===== src/sv/assert_macros.svh =====
// assertion macros shared by the allocator rtl
// no dependencies; compiled out when SYNTHESIS is defined
`ifndef ASSERT_MACROS_SVH
`define ASSERT_MACROS_SVH
`ifndef SYNTHESIS
// property holds at every clock edge outside reset
`define ASSERT_ALWAYS(lbl, clk, rstn, prop) \
  lbl: assert property (@(posedge clk) disable iff (!rstn) (prop)) \
    else $error("assertion failed");
// antecedent implies consequent in the next cycle
`define ASSERT_NEXT(lbl, clk, rstn, ante, cons) \
  lbl: assert property (@(posedge clk) disable iff (!rstn) (ante) |=> (cons)) \
    else $error("assertion failed");
`else
`define ASSERT_ALWAYS(lbl, clk, rstn, prop)
`define ASSERT_NEXT(lbl, clk, rstn, ante, cons)
`endif
`endif


===== src/sv/nfa_pkg.sv =====
`timescale 1ns / 1ps
// types and constants of the next-fit boundary tag allocator
// no dependencies; used by nfa_ctrl, nfa_dp and the top level
package nfa_pkg;

  localparam int unsigned WSIZE        = 4;
  localparam int unsigned DSIZE        = 8;
  localparam int unsigned MIN_BLOCK    = 2 * DSIZE;
  localparam int unsigned HEAP_START   = 8;
  localparam int unsigned PROLOGUE_TAG = DSIZE + 1;
  localparam int unsigned EPILOGUE_TAG = 1;
  localparam int unsigned CHUNK_W      = 17;
  localparam int unsigned SIZE_W       = 16;
  localparam int unsigned ADDR_W       = 16;
  localparam logic [CHUNK_W-1:0] CHUNK_RESET = 17'd4096;

  typedef enum logic [1:0] {
    CMD_INIT  = 2'd0,
    CMD_ALLOC = 2'd1,
    CMD_FREE  = 2'd2,
    CMD_NOP   = 2'd3
  } cmd_code_e;

  typedef enum logic [1:0] {
    ST_OK        = 2'd0,
    ST_ZERO_SIZE = 2'd1,
    ST_NO_MEM    = 2'd2,
    ST_NOT_READY = 2'd3
  } status_e;

  typedef enum logic [4:0] {
    OP_NONE, OP_ACCEPT,
    OP_INIT0, OP_INIT1, OP_INIT2, OP_INIT3,
    OP_GROW0, OP_GROW1, OP_GROW2, OP_UNREADY,
    OP_MRG0, OP_MRG1, OP_MRG2, OP_MRG3, OP_MRG4,
    OP_INITOK, OP_ALLOC0, OP_STEP, OP_WRAP, OP_FOUND, OP_MISS,
    OP_CARVE0, OP_CARVE1, OP_CARVE2, OP_CARVE3,
    OP_FREEW0, OP_FREEW1, OP_OUT
  } dp_op_e;

  typedef struct packed {
    dp_op_e  op;
    status_e stat;
    logic    use_bp;
  } cmd_t;

  typedef struct packed {
    cmd_code_e cmd;
    logic      ready;
    logic      size_zero;
    logic      tag_zero;
    logic      fit;
    logic      tag_alloc;
    logic      bp_lt_rover;
    logic      bp_gt_addr;
    logic      bp_eq_addr;
    logic      grow_ok;
    logic      merge_wr;
    logic      split;
    logic      out_free;
  } sts_t;

endpackage


===== src/sv/nfa_ctrl.sv =====
`timescale 1ns / 1ps
// sequencer of the allocator: walks each request through datapath micro-ops
// depends on nfa_pkg and assert_macros.svh
`include "assert_macros.svh"
module nfa_ctrl (
  input  logic          clk_i,
  input  logic          rst_ni,
  input  logic          in_valid_i,
  output logic          in_stall_o,
  output nfa_pkg::cmd_t cmd_o,
  input  nfa_pkg::sts_t sts_i
);

  typedef enum logic [25:0] {
    S_IDLE     = 26'b1 << 0,
    S_DISPATCH = 26'b1 << 1,
    S_INIT1    = 26'b1 << 2,
    S_INIT2    = 26'b1 << 3,
    S_INIT3    = 26'b1 << 4,
    S_A_HDR    = 26'b1 << 5,
    S_A_SCAN   = 26'b1 << 6,
    S_W_HDR    = 26'b1 << 7,
    S_W_SCAN   = 26'b1 << 8,
    S_GROW0    = 26'b1 << 9,
    S_GROW1    = 26'b1 << 10,
    S_GROW2    = 26'b1 << 11,
    S_MRG0     = 26'b1 << 12,
    S_MRG1     = 26'b1 << 13,
    S_MRG2     = 26'b1 << 14,
    S_MRG3     = 26'b1 << 15,
    S_MRG4     = 26'b1 << 16,
    S_MEND     = 26'b1 << 17,
    S_CARVE0   = 26'b1 << 18,
    S_CARVE1   = 26'b1 << 19,
    S_CARVE2   = 26'b1 << 20,
    S_CARVE3   = 26'b1 << 21,
    S_F_HDR    = 26'b1 << 22,
    S_F_SCAN   = 26'b1 << 23,
    S_FREEW1   = 26'b1 << 24,
    S_DONE     = 26'b1 << 25
  } state_e;

  state_e           state_q, state_d;
  nfa_pkg::status_e done_stat_q, done_stat_d;
  logic             done_bp_q, done_bp_d;

  assign in_stall_o = (state_q != S_IDLE);

  always_comb begin
    state_d     = state_q;
    done_stat_d = done_stat_q;
    done_bp_d   = done_bp_q;
    cmd_o.op     = nfa_pkg::OP_NONE;
    cmd_o.stat   = done_stat_q;
    cmd_o.use_bp = done_bp_q;
    unique case (state_q)
      S_IDLE: begin
        if (in_valid_i) begin
          cmd_o.op = nfa_pkg::OP_ACCEPT;
          state_d  = S_DISPATCH;
        end
      end
      S_DISPATCH: begin
        case (sts_i.cmd)
          nfa_pkg::CMD_INIT: begin
            cmd_o.op = nfa_pkg::OP_INIT0;
            state_d  = S_INIT1;
          end
          nfa_pkg::CMD_ALLOC: begin
            if (!sts_i.ready) begin
              done_stat_d = nfa_pkg::ST_NOT_READY;
              done_bp_d   = 1'b0;
              state_d     = S_DONE;
            end else if (sts_i.size_zero) begin
              done_stat_d = nfa_pkg::ST_ZERO_SIZE;
              done_bp_d   = 1'b0;
              state_d     = S_DONE;
            end else begin
              cmd_o.op = nfa_pkg::OP_ALLOC0;
              state_d  = S_A_HDR;
            end
          end
          nfa_pkg::CMD_FREE: begin
            if (!sts_i.ready) begin
              done_stat_d = nfa_pkg::ST_NOT_READY;
              done_bp_d   = 1'b0;
              state_d     = S_DONE;
            end else begin
              cmd_o.op = nfa_pkg::OP_WRAP;
              state_d  = S_F_HDR;
            end
          end
          default: begin
            done_stat_d = nfa_pkg::ST_OK;
            done_bp_d   = 1'b0;
            state_d     = S_DONE;
          end
        endcase
      end
      S_INIT1: begin
        cmd_o.op = nfa_pkg::OP_INIT1;
        state_d  = S_INIT2;
      end
      S_INIT2: begin
        cmd_o.op = nfa_pkg::OP_INIT2;
        state_d  = S_INIT3;
      end
      S_INIT3: begin
        cmd_o.op = nfa_pkg::OP_INIT3;
        state_d  = S_GROW0;
      end
      S_A_HDR: begin
        cmd_o.op = nfa_pkg::OP_STEP;
        state_d  = S_A_SCAN;
      end
      S_A_SCAN: begin
        if (sts_i.tag_zero) begin
          cmd_o.op = nfa_pkg::OP_WRAP;
          state_d  = S_W_HDR;
        end else if (sts_i.fit) begin
          cmd_o.op = nfa_pkg::OP_FOUND;
          state_d  = S_CARVE0;
        end else begin
          cmd_o.op = nfa_pkg::OP_STEP;
        end
      end
      S_W_HDR: begin
        if (!sts_i.bp_lt_rover || sts_i.tag_zero) begin
          cmd_o.op = nfa_pkg::OP_MISS;
          state_d  = S_GROW0;
        end else begin
          cmd_o.op = nfa_pkg::OP_STEP;
          state_d  = S_W_SCAN;
        end
      end
      S_W_SCAN: begin
        if (sts_i.fit) begin
          cmd_o.op = nfa_pkg::OP_FOUND;
          state_d  = S_CARVE0;
        end else if (sts_i.bp_lt_rover && !sts_i.tag_zero) begin
          cmd_o.op = nfa_pkg::OP_STEP;
        end else begin
          cmd_o.op = nfa_pkg::OP_MISS;
          state_d  = S_GROW0;
        end
      end
      S_GROW0: begin
        if (sts_i.grow_ok) begin
          cmd_o.op = nfa_pkg::OP_GROW0;
          state_d  = S_GROW1;
        end else begin
          if (sts_i.cmd == nfa_pkg::CMD_INIT) cmd_o.op = nfa_pkg::OP_UNREADY;
          done_stat_d = nfa_pkg::ST_NO_MEM;
          done_bp_d   = 1'b0;
          state_d     = S_DONE;
        end
      end
      S_GROW1: begin
        cmd_o.op = nfa_pkg::OP_GROW1;
        state_d  = S_GROW2;
      end
      S_GROW2: begin
        cmd_o.op = nfa_pkg::OP_GROW2;
        state_d  = S_MRG0;
      end
      S_MRG0: begin
        cmd_o.op = nfa_pkg::OP_MRG0;
        state_d  = S_MRG1;
      end
      S_MRG1: begin
        cmd_o.op = nfa_pkg::OP_MRG1;
        state_d  = S_MRG2;
      end
      S_MRG2: begin
        cmd_o.op = nfa_pkg::OP_MRG2;
        state_d  = sts_i.merge_wr ? S_MRG3 : S_MEND;
      end
      S_MRG3: begin
        cmd_o.op = nfa_pkg::OP_MRG3;
        state_d  = S_MRG4;
      end
      S_MRG4: begin
        cmd_o.op = nfa_pkg::OP_MRG4;
        state_d  = S_MEND;
      end
      S_MEND: begin
        case (sts_i.cmd)
          nfa_pkg::CMD_INIT: begin
            cmd_o.op    = nfa_pkg::OP_INITOK;
            done_stat_d = nfa_pkg::ST_OK;
            done_bp_d   = 1'b0;
            state_d     = S_DONE;
          end
          nfa_pkg::CMD_ALLOC: begin
            cmd_o.op = nfa_pkg::OP_CARVE0;
            state_d  = S_CARVE1;
          end
          default: begin
            done_stat_d = nfa_pkg::ST_OK;
            done_bp_d   = 1'b0;
            state_d     = S_DONE;
          end
        endcase
      end
      S_CARVE0: begin
        cmd_o.op = nfa_pkg::OP_CARVE0;
        state_d  = S_CARVE1;
      end
      S_CARVE1: begin
        cmd_o.op = nfa_pkg::OP_CARVE1;
        if (sts_i.split) begin
          state_d = S_CARVE2;
        end else begin
          done_stat_d = nfa_pkg::ST_OK;
          done_bp_d   = 1'b1;
          state_d     = S_DONE;
        end
      end
      S_CARVE2: begin
        cmd_o.op = nfa_pkg::OP_CARVE2;
        state_d  = S_CARVE3;
      end
      S_CARVE3: begin
        cmd_o.op    = nfa_pkg::OP_CARVE3;
        done_stat_d = nfa_pkg::ST_OK;
        done_bp_d   = 1'b1;
        state_d     = S_DONE;
      end
      S_F_HDR: begin
        cmd_o.op = nfa_pkg::OP_STEP;
        state_d  = S_F_SCAN;
      end
      S_F_SCAN: begin
        if (sts_i.tag_zero || sts_i.bp_gt_addr || (sts_i.bp_eq_addr && !sts_i.tag_alloc)) begin
          done_stat_d = nfa_pkg::ST_OK;
          done_bp_d   = 1'b0;
          state_d     = S_DONE;
        end else if (sts_i.bp_eq_addr) begin
          cmd_o.op = nfa_pkg::OP_FREEW0;
          state_d  = S_FREEW1;
        end else begin
          cmd_o.op = nfa_pkg::OP_STEP;
        end
      end
      S_FREEW1: begin
        cmd_o.op = nfa_pkg::OP_FREEW1;
        state_d  = S_MRG0;
      end
      S_DONE: begin
        if (sts_i.out_free) begin
          cmd_o.op = nfa_pkg::OP_OUT;
          state_d  = S_IDLE;
        end
      end
      default: state_d = S_IDLE;
    endcase
  end

  always_ff @(posedge clk_i or negedge rst_ni) begin
    if (!rst_ni) begin
      state_q     <= S_IDLE;
      done_stat_q <= nfa_pkg::ST_OK;
      done_bp_q   <= 1'b0;
    end else begin
      state_q     <= state_d;
      done_stat_q <= done_stat_d;
      done_bp_q   <= done_bp_d;
    end
  end

  `ASSERT_NEXT(a_accept_dispatch, clk_i, rst_ni, in_valid_i && !in_stall_o, state_q == S_DISPATCH)
  `ASSERT_ALWAYS(a_out_only_done, clk_i, rst_ni, (cmd_o.op != nfa_pkg::OP_OUT) || (state_q == S_DONE))
  `ASSERT_NEXT(a_done_leaves, clk_i, rst_ni, state_q == S_DONE && sts_i.out_free, state_q == S_IDLE)

endmodule


===== config.mk =====
export PLATFORM = sky130hd
export DESIGN_NAME = nfa_ctrl
export DESIGN_NICKNAME = d
export VERILOG_FILES = /design/src/sv/nfa_pkg.sv /design/src/sv/nfa_ctrl.sv
export VERILOG_INCLUDE_DIRS = /design/src /design/src/sv
export SDC_FILE = /design/constraint.sdc
export NUM_CORES = 1
export LEC_CHECK = 0
export BUFFER_PORTS_ARGS = -buffer_cell sky130_fd_sc_hd__buf_2
export CORE_ASPECT_RATIO = 0.9
export CORE_MARGIN = 5
export CORE_UTILIZATION = 54
export DETAILED_ROUTE_END_ITERATION = 8
export GPL_TIMING_DRIVEN = 0
export PLACE_DENSITY = 0.84
export SLEW_MARGIN = 20
export SYNTH_ARGS = -nofsm -noshare
export SYNTH_HDL_FRONTEND = slang
export SYNTH_SLANG_ARGS = --single-unit

===== constraint.sdc =====
create_clock -name clk_i -period 3 [get_ports clk_i]
set_clock_uncertainty 0.2 [all_clocks]
set_input_delay 0.3 -clock clk_i [delete_from_list [all_inputs] [get_ports clk_i]]
set_output_delay 0.3 -clock clk_i [all_outputs]
set_load 0.02 [all_outputs]

After elaboration in Yosys (flattened, before gate mapping) --
Cells that the tools add are included.
Word-level totals: bits in registers 29, bits in latches 0, bits in writable memories 0, bits in read-only memories 0, bits of input ports 17, output and inout port bits 9, word-level logic and storage cells 111, memories 0
Operators by class: add/sub/neg operators 0, multiply operators 0, divide/modulo/power cells 0, magnitude comparators 0, eq/ne operators 41, shifts and indexed selects 0, mux-type cells 53, bitwise logic cells 0, reductions and logical operators 14
Operators with widths (count):
- 26-bit case mux with 25 select lines | 1
- 26-bit two-way mux | 14
- 5-bit case mux with 25 select lines | 1
- 26-bit case mux with 3 select lines | 1
- 26-bit by 1-bit == test with 1-bit output (second input constant) | 1
- 26-bit by 10-bit == test with 1-bit output (second input constant) | 1
- 26-bit by 11-bit == test with 1-bit output (second input constant) | 1
- 26-bit by 12-bit == test with 1-bit output (second input constant) | 1
- 26-bit by 13-bit == test with 1-bit output (second input constant) | 1
- 26-bit by 14-bit == test with 1-bit output (second input constant) | 1
- 26-bit by 15-bit == test with 1-bit output (second input constant) | 1
- 26-bit by 16-bit == test with 1-bit output (second input constant) | 1
- 26-bit by 17-bit == test with 1-bit output (second input constant) | 1
- 26-bit by 18-bit == test with 1-bit output (second input constant) | 1
- 26-bit by 19-bit == test with 1-bit output (second input constant) | 1
- 26-bit by 2-bit == test with 1-bit output (second input constant) | 1
- 26-bit by 20-bit == test with 1-bit output (second input constant) | 1
- 26-bit by 21-bit == test with 1-bit output (second input constant) | 1
- 26-bit by 22-bit == test with 1-bit output (second input constant) | 1
- 26-bit by 23-bit == test with 1-bit output (second input constant) | 1
- 26-bit by 24-bit == test with 1-bit output (second input constant) | 1
- 26-bit by 25-bit == test with 1-bit output (second input constant) | 1
- 26-bit == test (second input constant) | 1
- 26-bit by 3-bit == test with 1-bit output (second input constant) | 1
- 33 further kinds | 71

Longest topological paths before layout --
Gate-level depths: netlist of run 1.
depth in word-level cells 5, depth in mapped cells 8, gate-level depth less buffers 8

Worst setup path after synthesis of run 1 --
OpenSTA, ideal clock, no wires.
path type register to output, start point register state_q[13], end point output port cmd_o[3] (netlist bit), data arrival time 2136 ps, required time 2500 ps, setup slack 364 ps, cell stages (with the launch flop) 8, path buffers 1, cell sequence dfrtp_1 -> nor4_4 -> nand3_4 -> buf_6 -> or4_1 -> o41ai_1 -> nor4b_1 -> nand4b_1
RTL lines:
- from (decl) | line nfa_ctrl.sv:43 | state_e state_q, state_d;
- from (signal assigned) | line nfa_ctrl.sv:265 | state_q <= state_d;
- to (decl) | line nfa_ctrl.sv:10 | output nfa_pkg::cmd_t cmd_o,

==> summary.txt, run 1 <==
M3 GR Usage = 5.90%
routed wire length = 8020 um
RSZ-0062 raised after global routing = true
GR met1 Demand/Resource = 35.7%
NumNets Final = 348
area delta synth->final = 37.9%
I/O pin count = 26
Comb pwr share = 53.9%
Worst EP required = 2500 ps
Vias/cell = 6.89
Hold WS = 12.0 ps
Final Wtd Congestion = 1.00
CP max stage delay = 550 ps
vias = 2576
Crit path max-delay family = simple AND/OR/NAND/NOR gates
post-detail-place hpwl = 5200 um
worst slew pin tran = 672 ps
warnings from Yosys = 0
Synth area leaders = dfrtp_1 (31%), nor4_4 (4.7%), nor3_1 (4.2%), nor4_1 (4.1%), ha_1 (3.3%)
synthesized area = 2280 um2
Antenna Cells = 0
Worst-Skew Late Latency = 300 ps
Max clock buf depth = 2
critical path cell sequence = nor4_4 -> nand3_4 -> buf_8 -> or4_4 -> o41ai_4 -> nor3b_1 -> nand4_1 -> buf_4
Total GRT Usage = 26.7%
Setup TNS Final = -32.6 ps
dpl ws = -243 ps
Avg Cell Area, Syn = 8.92 um2
Critical Path Sink Type = output port
worst vdd ir = 0.471 mV
Core ar. = 4070 um2
commonest non-fill, non-tap cell in the layout = buf_4
Top FF cell, synth = dfrtp_1
initial antenna violation count = 0
post-route clock period utilization = 101%
Worst Path Buf+Inv = 2
die width = 78.6 um
pwr dens = 550 nW/um2
Power Internal = 1.01 mW
Syn Nets = 279
hold crit path type = in2reg
CTS sink cnt = 29
largest net degree at the start of global routing = 30
clock root buffer = clkbuf_8
most frequent cells in the layout = buf_4 (35), buf_2 (20), nor2_1 (18), dfrtp_2 (17), nand2_1 (15)
Row Count = 22
Worst EP arrival = 2520 ps
Synth cell types = 55
failing checks = setup timing
status = finished with violations
DRT iter0 DRCs = 424
Sw Pwr = 0.721 mW
sequential share of the synthesized area = 31.8%
Synth async-reset ratio = 100%
Congestion Overflow GR = 0
drc violations = 0
Rel. slew slack = 55.2%
fin crit period = 3020 ps
clock transition at the registers of the reported paths = 70 ps
H-tree depth = 2
total CTS buffers = 5
Clock Power Share = 18.5%
Worst setup SP type = register
Max FO, Critical Path = 6
share of layout cells above drive strength 1 = 42.9%
sw frac = 41.6%
Most Crowded Layer GR = met2
Yosys reg bits = 29
f_max = 331 MHz
IO buf count = 25
Die Area = 5630 um2
CP max stage cell = or4_4
max-cap violations = 0
Leak Pwr = 1.43 nW
fin. max-slew vios = 0
Sequential Power Share = 27.6%
M2 GR Usage = 41.4%
First-pass DRT Iterations = 6
largest area contributor in the netlist = dfrtp_1
crit path kind = reg2out
endpoints failing setup = 3
vias in the first global route = 2364
number of synthesized flops with an enable pin = 0
Initial Utilization = 56.1%
Cells after Synth = 256
area share of the largest cell type after synthesis = 30.7%
Final Hold Viols = 0
CTS tree = done
drt wl/cell = 21.4 um
die extent in y = 71.7 um
slack of the critical path = -21.5 ps
final antenna-violating net count = 0
first-pass GRT wire length = 11600 um
per-layer routing:
metal  wire length (um)  vias up
met5                  0        -
li1                   -     1128
met4                327        0
met2               3600      200
met3                871       31
met1               3210     1217
Yosys cell counts (all sizes together) (5+ instances only):
master,count
nand3b,7
or2,5
nand4b,8
nor2,19
or4,9
dfrtp,28
nor4b,6
o21ai,6
inv,14
nand2,17
nor3,22
a21oi,11
and2,5
nand4,10
ha,6
nor4,23
metrics by stage:
step | instances | utilization (%) | total power [mW] | instance area [um2]
floorplan | 256 | - | 0.893 | 2280
global placement | 329 | 60.6 | 1.05 | 2470
detailed placement | 329 | 60.6 | 1.06 | 2470
CTS | 354 | 68.9 | 1.46 | 2810
global route | 374 | 77.3 | 1.80 | 3150
finish | 374 | 77.3 | 1.73 | 3150
power by group through the flow:
stage / Clock (mW) / Combinational (mW) / Sequential, mW
2_1_floorplan: 0 / 0.408 / 0.485
3_3_place_gp: 0 / 0.579 / 0.474
3_5_place_dp: 0 / 0.581 / 0.476
4_1_cts: 0.315 / 0.674 / 0.475
5_1_grt: 0.336 / 0.979 / 0.483
6_report: 0.321 / 0.934 / 0.478
kinds of logic after synthesis:
logic type	share of synthesized area, %
buf+inv	3.89
xor+xnor	1.15
simple gates	46.7
flops	31.8
fa+ha+maj	3.29
mux	1.53
compound gates	11.7
repair_timing:
action / in CTS / in global routing
pin swaps: 12 / 12
buffers inserted: 16 / 20
resized for setup: 24 / 61
endpoints found under the hold margin: 28 / 0
setup endpoints to repair: 5 / 5
hold buffers: 1 / 0
flip-flops by register name (all words and copies together) (netlist names):
register / count
done_stat_q: 2
state_q: 26
done_bp_q: 1
final timing paths:
| check | start | end | slack, ps | depth (start not counted) |
|---|---|---|---|---|
| max | state_q[3] | cmd_o[5] | -20 | 8 |
| min | sts_i[2] | state_q[17] | 10 | 2 |
| max reg2reg | state_q[11] | state_q[0] | 220 | 7 |
| min reg2reg | done_stat_q[0] | done_stat_q[0] | 310 | 1 |
| max in group asynchronous | rst_ni | state_q[10] | 1730 | 2 |
| min in group asynchronous | rst_ni | done_bp_q | 380 | 2 |
area by class of cell:
cell class,instances,area (um2)
Inverter,14,52.6
Tap cell,48,60.1
Buffer,6,68.8
Timing Repair Buffer,62,454
Fill cell,273,923
Clock buffer,6,72.6
Multi-Input combinational cell,207,1680
Clock inverter,2,10.0
Sequential cell,29,748
No activity file was read; power rests on OpenSTA's default activity.
==> run 2: changes to the inputs <==
--- a/config.mk
+++ b/config.mk
@@ -13,6 +13,7 @@
 export DETAILED_ROUTE_END_ITERATION = 8
 export GPL_TIMING_DRIVEN = 0
 export PLACE_DENSITY = 0.84
+export REMOVE_ABC_BUFFERS = 1
 export SLEW_MARGIN = 20
 export SYNTH_ARGS = -nofsm -noshare
 export SYNTH_HDL_FRONTEND = slang
==> run 2 against run 1 <==
Net effect:
- the run now ends clean
- non-clock buffer count shrank 15
- die area is the same
- first-iteration DRC count shrank 13%
- utilization shrank 3.8 points
- clock-buffer cell count grew 1
- sequential share of layout area grew 1.0 points
- design area shrank 4.9%
- wire length shrank 6.0%
- setup slack gained 34 ps
- final cell count shrank 3.7%
- sequential power is essentially flat
- combinational power shrank 15%
- critical path type unchanged
==> summary.txt, run 2 (synthesis gave the netlist of run 1 again) <==
crit path kind = reg2out
reg2reg start = state_q[3]
Largest regs = state_q x26, done_stat_q x2, done_bp_q x1
Worst Path Buf+Inv = 2
Core ar. = 4070 um2
worst vdd ir = 0.316 mV
share of layout cells above drive strength 1 = 39.4%
Die Area = 5630 um2
area delta synth->final = 31.1%
die width = 78.6 um
R2R Path End = done_stat_q[0]
total CTS buffers = 5
Row Count = 22
H-tree depth = 2
Worst EP required = 2500 ps
largest net degree at the start of global routing = 30
die extent in y = 71.7 um
IO buf count = 25
Hold Path Origin = sts_i[2]
Worst-Skew Late Latency = 290 ps
status = finished clean
Initial Utilization = 56.1%
Congestion Overflow GR = 0
drc violations = 0
vias in the first global route = 2281
Critical Path Sink Type = output port
area used by multi-input combinational logic = 1690 um2
First-pass DRT Iterations = 5
Reg area = 742 um2
commonest non-fill, non-tap cell in the layout = buf_4
post-route clock period utilization = 99.6%
CP max stage cell = o41ai_4
I/O pin count = 26
Largest register FFs = 26
Final Hold Viols = 0
fin crit period = 2990 ps
f_max = 335 MHz
Rel. slew slack = 54.9%
first-pass GRT wire length = 11300 um
Total GRT Usage = 26.2%
hold crit path type = in2reg
Largest Register = state_q
pwr dens = 548 nW/um2
RSZ-0062 raised after global routing = true
clock root buffer = clkbuf_8
CTS sink cnt = 29
most frequent cells in the layout = buf_4 (29), buf_2 (22), nor2_1 (19), dfrtp_1 (16)
endpoints failing setup = 0
WHS Path Cells = 2
critical path cell sequence = nor4_4 -> buf_4 -> and4_4 -> nand2_4 -> o41ai_4 -> nor4b_2 -> nand4b_1 -> buf_4
vias = 2570
Hold Path End = state_q[17]
final antenna-violating net count = 0
clock transition at the registers of the reported paths = 60 ps
Max clock buf depth = 2
Leak Pwr = 1.33 nW
Critical Path Most Common Cell = buf_4
initial antenna violation count = 0
internal reg-to-reg setup slack = 280 ps
total power = 1.64 mW
Final Wtd Congestion = 0.909
worst slew pin tran = 677 ps
NumNets Final = 334
fin. max-slew vios = 0
max-cap violations = 0
CP max stage delay = 500 ps
Antenna Cells = 0
CTS tree = done
FILL cells = 285
DRT iter0 DRCs = 367
R2R depth = 7
drt wl/cell = 20.9 um
Crit path max-delay family = simple AND/OR/NAND/NOR gates
Worst EP arrival = 2490 ps
post-detail-place hpwl = 4860 um
final non-filler cell total = 360
Worst setup SP type = register
Vias/cell = 7.14
routed wire length = 7540 um
placed cells = 323
Max FO, Critical Path = 5
-- run 2: worst max path at each step --
stage	start	end	cells past startpoint
after floorplan	state_q[13]	cmd_o[3]	6
after global placement	state_q[13]	cmd_o[5]	7
after detailed placement	state_q[9]	cmd_o[7]	6
after CTS	state_q[9]	cmd_o[3]	7
after global routing	state_q[25]	cmd_o[3]	8
final	state_q[25]	cmd_o[3]	8
-- run 2: repair_timing --
item	4_1_cts	5_1_grt
setup buffers	17	10
pin swaps	11	14
endpoints found under the setup margin	6	5
cloned	1	0
resized for setup	14	41
endpoints found under the hold margin	28	0
hold buffers	1	0
-- run 2: stage by stage --
step | utilization, % | worst slack [ps] | TNS (ps) | hold WS (ps) | area [um2]
finish | 73.5 | 12.4 | 0 | 4.22 | 3000
floorplan | - | 360 | 0 | -196 | 2250
global route | 73.5 | -76.9 | -140 | 24.9 | 3000
CTS | 67.7 | -1.65 | -1.65 | 7.67 | 2760
detailed placement | 59.7 | -110 | -406 | 169 | 2430
global placement | 59.7 | -44.5 | -88.2 | 174 | 2430
-- run 2: worst register-to-register path: cells and delay by family, from the launching register on --
family / cells / cell delay (ps)
compound gates: 1 / 250
buf+inv: 1 / 220
flops: 1 / 490
mux: 1 / 290
simple gates: 4 / 1160
-- run 2: where the power goes --
part	switching, mW	total, mW	internal (mW)
clock	0.157	0.364	0.207
sequential	0.0445	0.478	0.433
combinational	0.477	0.798	0.321
total	0.679	1.64	0.961
-- run 2: layout make-up --
cell class | instances | area share (%)
clock inverters | 1 | 0.167
repair buffers | 53 | 11.7
flip-flops and latches | 29 | 24.8
clock buffers | 7 | 3.22
well taps | 48 | 2.01
inverters | 14 | 1.75
multi-input cells | 208 | 56.4
-- run 2: layer usage --
layer	part of all wire, %	global-route usage (%)
met2	46	41.8
met5	0	3.64
met3	9.4	5.15
met4	6.2	13.8
met1	39	33.3
